[src/design/frame_contrast_stretch_assert.svh]
// assertion macros used by the contrast stretch design file
`ifndef FRAME_CONTRAST_STRETCH_ASSERT_SVH
`define FRAME_CONTRAST_STRETCH_ASSERT_SVH

// same-cycle implication, checked outside reset
`define FCS_ASSERT_IMP(lbl, ante, cons, msg) \
  lbl: assert property (@(posedge clk) disable iff (rst) (ante) |-> (cons)) \
    else $error(msg);

// next-cycle implication, checked outside reset
`define FCS_ASSERT_NXT(lbl, ante, cons, msg) \
  lbl: assert property (@(posedge clk) disable iff (rst) (ante) |=> (cons)) \
    else $error(msg);

`endif

[src/design/fcs_pkg.sv]
// ----------------------------------------------------------------------------
// fcs_pkg
// constants for the min/max contrast stretch block
// ----------------------------------------------------------------------------
package fcs_pkg;

  localparam int TILE_PIXELS = 64;
  localparam int ADDR_W      = (TILE_PIXELS > 1) ? $clog2(TILE_PIXELS) : 1;
  localparam int CNT_W       = $clog2(TILE_PIXELS + 1);

  localparam int PIX_W       = 16;
  localparam int DIV_STEPS   = PIX_W;
  localparam int STEP_W      = $clog2(DIV_STEPS);

  localparam logic signed [PIX_W-1:0] PIX_MAX = 16'sh7fff;
  localparam logic signed [PIX_W-1:0] PIX_MIN = 16'sh8000;

  // configuration register indexes, byte address 4*index
  localparam logic REG_OUT_MIN = 1'b0;
  localparam logic REG_OUT_MAX = 1'b1;

endpackage

[src/design/frame_contrast_stretch.sv]
// loading: one pixel per cycle, stall low while the tile is being collected
// emission: memory read, 16x16 multiply, radix-2 divide steps (one per
//   quotient bit), output beat, through the one shared restoring divider
// results follow the beat marked last one at a time, each held until taken
// reset (synchronous, active high) clears the frame state and sets
//   out_min = 0, out_max = 255; the pixel memory is not cleared
// ----------------------------------------------------------------------------
// frame_contrast_stretch
// stores one tile, tracks min/max, then emits each pixel linearly remapped
// ----------------------------------------------------------------------------
`include "frame_contrast_stretch_assert.svh"

module frame_contrast_stretch (
  input  logic                              clk,
  input  logic                              rst,
  // configuration port
  input  logic                              psel,
  input  logic                              penable,
  input  logic                              pwrite,
  input  logic [2:0]                        paddr,
  input  logic [31:0]                       pwdata,
  output logic [31:0]                       prdata,
  output logic                              pready,
  // pixel input
  input  logic                              in_valid,
  output logic                              in_stall,
  input  logic signed [fcs_pkg::PIX_W-1:0]  pixel_value,
  input  logic                              last_pixel,
  // scaled output
  output logic                              out_valid,
  input  logic                              out_stall,
  output logic signed [fcs_pkg::PIX_W-1:0]  scaled_pixel,
  output logic                              last_result,
  output logic                              flat_frame,
  output logic                              tile_overflow
);

  localparam logic [2:0] ST_LOAD = 3'd0;
  localparam logic [2:0] ST_READ = 3'd1;
  localparam logic [2:0] ST_MUL  = 3'd2;
  localparam logic [2:0] ST_DIV  = 3'd3;
  localparam logic [2:0] ST_OUT  = 3'd4;

  localparam int PW = fcs_pkg::PIX_W;
  localparam int AW = fcs_pkg::ADDR_W;
  localparam int CW = fcs_pkg::CNT_W;

  logic [2:0]                 state;
  logic signed [PW-1:0]       out_min;
  logic signed [PW-1:0]       out_max;

  logic signed [PW-1:0]       pixel_store [fcs_pkg::TILE_PIXELS];
  logic signed [PW-1:0]       mem_q;

  logic signed [PW-1:0]       frame_low;
  logic signed [PW-1:0]       frame_high;
  logic [CW-1:0]              stored_count;
  logic                       dropped_flag;

  logic [CW-1:0]              emit_idx;
  logic [CW-1:0]              emit_total;
  logic                       flat;
  logic                       overflow;
  logic                       span_neg;
  logic [PW-1:0]              span_out_mag;
  logic [PW-1:0]              span_in;

  logic [PW-1:0]              rem;
  logic [PW-1:0]              quot;
  logic [fcs_pkg::STEP_W-1:0] step;

  logic                       in_beat;
  logic                       out_beat;
  logic                       store_ok;
  logic signed [PW-1:0]       frame_low_next;
  logic signed [PW-1:0]       frame_high_next;
  logic [CW-1:0]              stored_count_next;
  logic signed [PW:0]         span_out_wide;
  logic signed [PW:0]         span_in_wide;
  logic signed [PW:0]         pix_diff;
  logic [2*PW-1:0]            product;
  logic [PW:0]                trial;
  logic [PW:0]                trial_sub;
  logic [PW-1:0]              quot_signed;
  logic                       cfg_write;

  // ---------------------------------------------------------------- config
  assign pready    = 1'b1;
  assign cfg_write = psel && penable && pwrite;

  always_comb begin
    if (paddr[2] == fcs_pkg::REG_OUT_MAX) begin
      prdata = {{(32-PW){out_max[PW-1]}}, out_max};
    end else begin
      prdata = {{(32-PW){out_min[PW-1]}}, out_min};
    end
  end

  always_ff @(posedge clk) begin
    if (rst) begin
      out_min <= '0;
      out_max <= 16'sd255;
    end else if (cfg_write) begin
      if (paddr[2] == fcs_pkg::REG_OUT_MIN) begin
        out_min <= pwdata[PW-1:0];
      end else begin
        out_max <= pwdata[PW-1:0];
      end
    end
  end

  // ---------------------------------------------------------------- load side
  assign in_stall = (state != ST_LOAD);
  assign in_beat  = in_valid && !in_stall;
  assign store_ok = (stored_count < CW'(fcs_pkg::TILE_PIXELS));

  always_comb begin
    frame_low_next    = frame_low;
    frame_high_next   = frame_high;
    stored_count_next = stored_count;
    if (store_ok) begin
      stored_count_next = stored_count + CW'(1);
      if (pixel_value < frame_low) begin
        frame_low_next = pixel_value;
      end
      if (pixel_value > frame_high) begin
        frame_high_next = pixel_value;
      end
    end
  end

  assign span_out_wide = {out_max[PW-1], out_max} - {out_min[PW-1], out_min};
  assign span_in_wide  = {frame_high_next[PW-1], frame_high_next}
                       - {frame_low_next[PW-1], frame_low_next};

  // pixel memory: one write port, registered read at the emit index
  always_ff @(posedge clk) begin
    if (in_beat && store_ok) begin
      pixel_store[stored_count[AW-1:0]] <= pixel_value;
    end
    mem_q <= pixel_store[emit_idx[AW-1:0]];
  end

  // ---------------------------------------------------------------- datapath
  assign pix_diff  = {mem_q[PW-1], mem_q} - {frame_low[PW-1], frame_low};
  assign product   = span_out_mag * pix_diff[PW-1:0];
  assign trial     = {rem, quot[PW-1]};
  assign trial_sub = trial - {1'b0, span_in};

  // ---------------------------------------------------------------- sequencer
  always_ff @(posedge clk) begin
    if (rst) begin
      state        <= ST_LOAD;
      frame_low    <= fcs_pkg::PIX_MAX;
      frame_high   <= fcs_pkg::PIX_MIN;
      stored_count <= '0;
      dropped_flag <= 1'b0;
    end else begin
      case (state)
        ST_LOAD: begin
          if (in_beat) begin
            frame_low    <= frame_low_next;
            frame_high   <= frame_high_next;
            stored_count <= stored_count_next;
            if (!store_ok) begin
              dropped_flag <= 1'b1;
            end
            if (last_pixel) begin
              state        <= ST_READ;
              emit_idx     <= '0;
              emit_total   <= stored_count_next;
              flat         <= (frame_low_next == frame_high_next);
              overflow     <= dropped_flag || !store_ok;
              span_neg     <= span_out_wide[PW];
              span_out_mag <= span_out_wide[PW] ? PW'(-span_out_wide)
                                                : span_out_wide[PW-1:0];
              span_in      <= span_in_wide[PW-1:0];
            end
          end
        end
        ST_READ: begin
          state <= ST_MUL;
        end
        ST_MUL: begin
          // high half is below the divisor, so 16 steps give the quotient
          rem   <= product[2*PW-1:PW];
          quot  <= product[PW-1:0];
          step  <= '0;
          state <= ST_DIV;
        end
        ST_DIV: begin
          if (trial >= {1'b0, span_in}) begin
            rem  <= trial_sub[PW-1:0];
            quot <= {quot[PW-2:0], 1'b1};
          end else begin
            rem  <= trial[PW-1:0];
            quot <= {quot[PW-2:0], 1'b0};
          end
          step <= step + fcs_pkg::STEP_W'(1);
          if (step == fcs_pkg::STEP_W'(fcs_pkg::DIV_STEPS - 1)) begin
            state <= ST_OUT;
          end
        end
        ST_OUT: begin
          if (!out_stall) begin
            if (last_result) begin
              state        <= ST_LOAD;
              frame_low    <= fcs_pkg::PIX_MAX;
              frame_high   <= fcs_pkg::PIX_MIN;
              stored_count <= '0;
              dropped_flag <= 1'b0;
            end else begin
              emit_idx <= emit_idx + CW'(1);
              state    <= ST_READ;
            end
          end
        end
        default: begin
          state <= ST_LOAD;
        end
      endcase
    end
  end

  // ---------------------------------------------------------------- output
  assign out_valid     = (state == ST_OUT);
  assign out_beat      = out_valid && !out_stall;
  assign quot_signed   = span_neg ? (PW'(0) - quot) : quot;
  assign scaled_pixel  = flat ? out_min : (out_min + $signed(quot_signed));
  assign last_result   = (emit_idx == (emit_total - CW'(1)));
  assign flat_frame    = flat;
  assign tile_overflow = overflow;

  // ---------------------------------------------------------------- checks
  `FCS_ASSERT_IMP(a_no_load_while_emit, out_valid, in_stall, "input taken during emission")
  `FCS_ASSERT_IMP(a_count_in_range, 1'b1, stored_count <= CW'(fcs_pkg::TILE_PIXELS), "tile count past capacity")
  `FCS_ASSERT_NXT(a_last_ends_frame, out_beat && last_result, !out_valid && stored_count == '0, "frame not closed after last beat")
  `FCS_ASSERT_IMP(a_flat_gives_min, out_valid && flat_frame, scaled_pixel == out_min, "flat frame not at out_min")

endmodule

[config.mk]
export PLATFORM = sky130hd
export DESIGN_NAME = frame_contrast_stretch
export DESIGN_NICKNAME = d
export VERILOG_FILES = /design/src/design/fcs_pkg.sv /design/src/design/frame_contrast_stretch.sv
export VERILOG_INCLUDE_DIRS = /design/src /design/src/design
export SDC_FILE = /design/constraint.sdc
export NUM_CORES = 2
export LEC_CHECK = 0
export ABC_AREA = 1
export BUFFER_PORTS_ARGS = -buffer_cell sky130_fd_sc_hd__buf_2
export CORE_ASPECT_RATIO = 0.6
export CORE_MARGIN = 3
export CORE_UTILIZATION = 60
export DETAILED_ROUTE_END_ITERATION = 10
export PLACE_DENSITY = 0.77
export SLEW_MARGIN = 30
export SYNTH_ARGS = -nofsm -noshare
export SYNTH_HDL_FRONTEND = slang
export SYNTH_SLANG_ARGS = --single-unit
[constraint.sdc]
create_clock -name clk -period 19.8 [get_ports clk]
set_input_delay 0.99 -clock clk [delete_from_list [all_inputs] [get_ports clk]]
set_output_delay 0.99 -clock clk [all_outputs]
set_load 0.02 [all_outputs]
==> results.md <==
* Post-CTS setup buffers at 0
* Top post-synthesis cells by area: edfxtp_1 54%, fa_1 6.5%, o21ai_0 5.6%
* Setup TNS at 0 ns
* Most used DFF post-synth: edfxtp_1
* Yosys cell types at 60
* Final setup fails at 0
* Htree depth at 3
* Rel. slew slack at 29.06%
* WL met2 at 69130 um
* HP Class: primary input to register
* WP data required at 20.26 ns
* DPL Wire Length at 112500 um
* Die area at 0.1061 mm2
* Top Ports at 113
* Synth cell count leaders: 1109 x edfxtp_1, 798 x nor2_1, 787 x nand2_1
* Failing checks: DRC
* Min cycle time layout at 8.498 ns
* Root Buffer: clkbuf_16
* Worst Path Arrival at 8.95 ns
* Synth Register Bits at 1200
* Cell area after synthesis at 0.06127 mm2
* Resize count post-CTS at 0
* Drt drc at 1
* Clock Pin Slew Worst Setup and Hold Paths at 0.07 ns
* Routed len/inst at 24.12 um
* Syn Nets at 6247
* Placed Instances at 7023
* CTS max path bufs at 3
* Met3 wire len at 28830 um
* Worst setup SP type: register
* Hold buffers post-CTS at 0
* Die span in x at 418.5 um
* Wire length of the first global-routing pass at 258700 um
* CP Capture Type: register
* Yosys warning count at 0
* Largest net degree at the start of global routing at 189
* Achievable Freq at 0.1177 GHz
* Maxcap violations at 0
* Final-report hold violation count at 0
* Num CTS Buffers at 105
* CTS tree: done
* Most frequent cell after synthesis: edfxtp_1
* Number of global-route vias before repair at 42000
* Layout Nets at 6275
* M1 wire length at 72340 um
* Initial Util at 60.73%
* Slowest stage delay, CP at 0.67 ns
* Tot GR Track Use at 32.46%
* Setup Crit Path Kind: register to register
* Global route overflow at 0
* Gate Count Post-Synth at 5770
* Count of antenna-violating nets left after detailed routing at 0
* Fillers at 7484
* WP buf/inv at 8
* Layout cells sized above 1 at 7.990%
* CP delay by family, top: adder cells
* Crit-path max FO at 13
* Yosys top cell area share at 54.35%
* Slowest stage cell, crit path: o21ai_0
* Area Growth Syn to Fin at 9.055%
* Vias at 45279
* Initial DRC Count at 7279
* Worst Clk Skew at 0.03630 ns
* Fin cells at 7217
* Synth area leader: edfxtp_1
* Worst-Margin Slew at 1.064 ns
* Count of pins over their slew limit at 0
* Period utilization at 42.92%
* Row cnt at 90
* Max Used Layer: met5
* Core area at 0.1009 mm2
* Seq/Total Area, Yosys at 57.33%
* RSZ-0062 raised after global routing: no
* TritonRoute pass-1 iters at 9
* Gpl congestion at 0.9781
* IO buf count at 93
* EDFF count, synth at 1109
* Drt total wl at 174100 um
* Outcome: finished with violations
* Avg Inst Size Synth at 10.62 um2
* DIE HEIGHT at 253.5 um
* Clock Sinks at 1200
* Vias/cell at 6.274
* Ys async rst share at 0%
* Clk Latency, worst-skew pair at 0.72 ns
* Most frequent CP cell: inv_1
* Antenna violations before repair at 5
[routing by layer]
layer / track usage [%] / up-vias
met5: 0 / -
met4: 6.926 / 2
met3: 11.94 / 285
met2: 43.06 / 3072
met1: 50.77 / 21784
li1: - / 20136
[final timing paths]
check	start	to	slack [ns]	cells after the start
hold / removal	pwdata[2]	out_max[2]	0.50	3
setup / recovery	frame_low[0]	rem[15]	11.30	31
hold reg to reg	frame_high[14]	frame_high[14]	0.50	2
setup reg to reg	frame_low[0]	rem[15]	11.30	31
[per-stage QoR]
stage	utilization, %	hold slack [ns]	setup slack, ns	area [um2]
2_1_floorplan	-	0.4445	13.10	61270
3_3_place_gp	62.53	0.4579	11.42	63090
3_5_place_dp	62.57	0.4903	11.65	63130
4_1_cts	66.17	0.4434	11.61	66760
5_1_grt	66.22	0.4627	10.99	66820
6_report	66.22	0.4960	11.30	66820
[logic make-up (layout without fill, tap and decap cells)]
| group | after synthesis | in the layout | share of synthesized area (%) |
|---|---|---|---|
| other cells | 1 | 2 | 0.006120 |
| flops | 1200 | 1200 | 57.33 |
| simple gates | 1986 | 1986 | 13.37 |
| fa+ha+maj | 418 | 418 | 10.97 |
| xor+xnor | 89 | 89 | 1.364 |
| compound gates | 1253 | 1253 | 11.61 |
| buf+inv | 823 | 935 | 5.346 |
[sequential cells by signal, indices dropped and copies added (netlist names)]
register,count
pixel_store,1024
frame_high,16
frame_low,16
mem_q,16
out_max,16
out_min,16
quot,16
rem,16
span_in,16
span_out_mag,16
emit_idx,7
emit_total,7
stored_count,7
step,4
state,3
dropped_flag,1
flat_frame,1
span_neg,1
tile_overflow,1
[cells in the final DEF, fill, tap and decap left out, types with 9 or more instances in the layout]
master / synthesis / routed
nor3_1: 16 / 15
inv_1: 505 / 503
ha_1: 219 / 219
clkbuf_16: 0 / 106
a21o_1: 12 / 12
clkinv_1: 11 / 23
bufinv_16: 0 / 19
clkbuf_1: 204 / 21
o21ai_1: 19 / 20
a21oi_1: 195 / 195
nor2_2: 9 / 9
o221ai_1: 99 / 99
inv_2: 10 / 10
dfxtp_1: 91 / 91
nor2_1: 798 / 796
xor2_1: 51 / 49
xnor2_1: 32 / 32
nand3b_1: 12 / 12
edfxtp_1: 1109 / 1109
clkinv_2: 0 / 16
nand3_1: 251 / 250
fa_1: 199 / 199
buf_2: 59 / 93
o211ai_1: 37 / 37
buf_4: 25 / 117
nand2_2: 16 / 17
nand4_1: 52 / 52
or2_2: 25 / 25
o21ai_0: 681 / 680
nand2_1: 787 / 786
o22ai_1: 160 / 160
[layout make-up]
type	instances	area [um2]	share of cell area, %
Multi-Input combinational cell	3747	22910	34.29
Sequential cell	1200	35120	52.57
Clock buffer	130	2773	4.150
Inverter	527	1994	2.985
Clock inverter	61	859.6	1.286
Tap cell	1334	1669	2.498
Antenna cell	1	2.502	0.003745
Timing Repair Buffer	217	1483	2.219
[tightest hold or removal path: stages]
cell	delay (ns)
buf_2	0.09
nand2_1	0.04
nand3_1	0.06
Power is left out: the tool's default activity adds up to more than one toggle a clock period on the data nets, which glitch-free logic cannot reach.
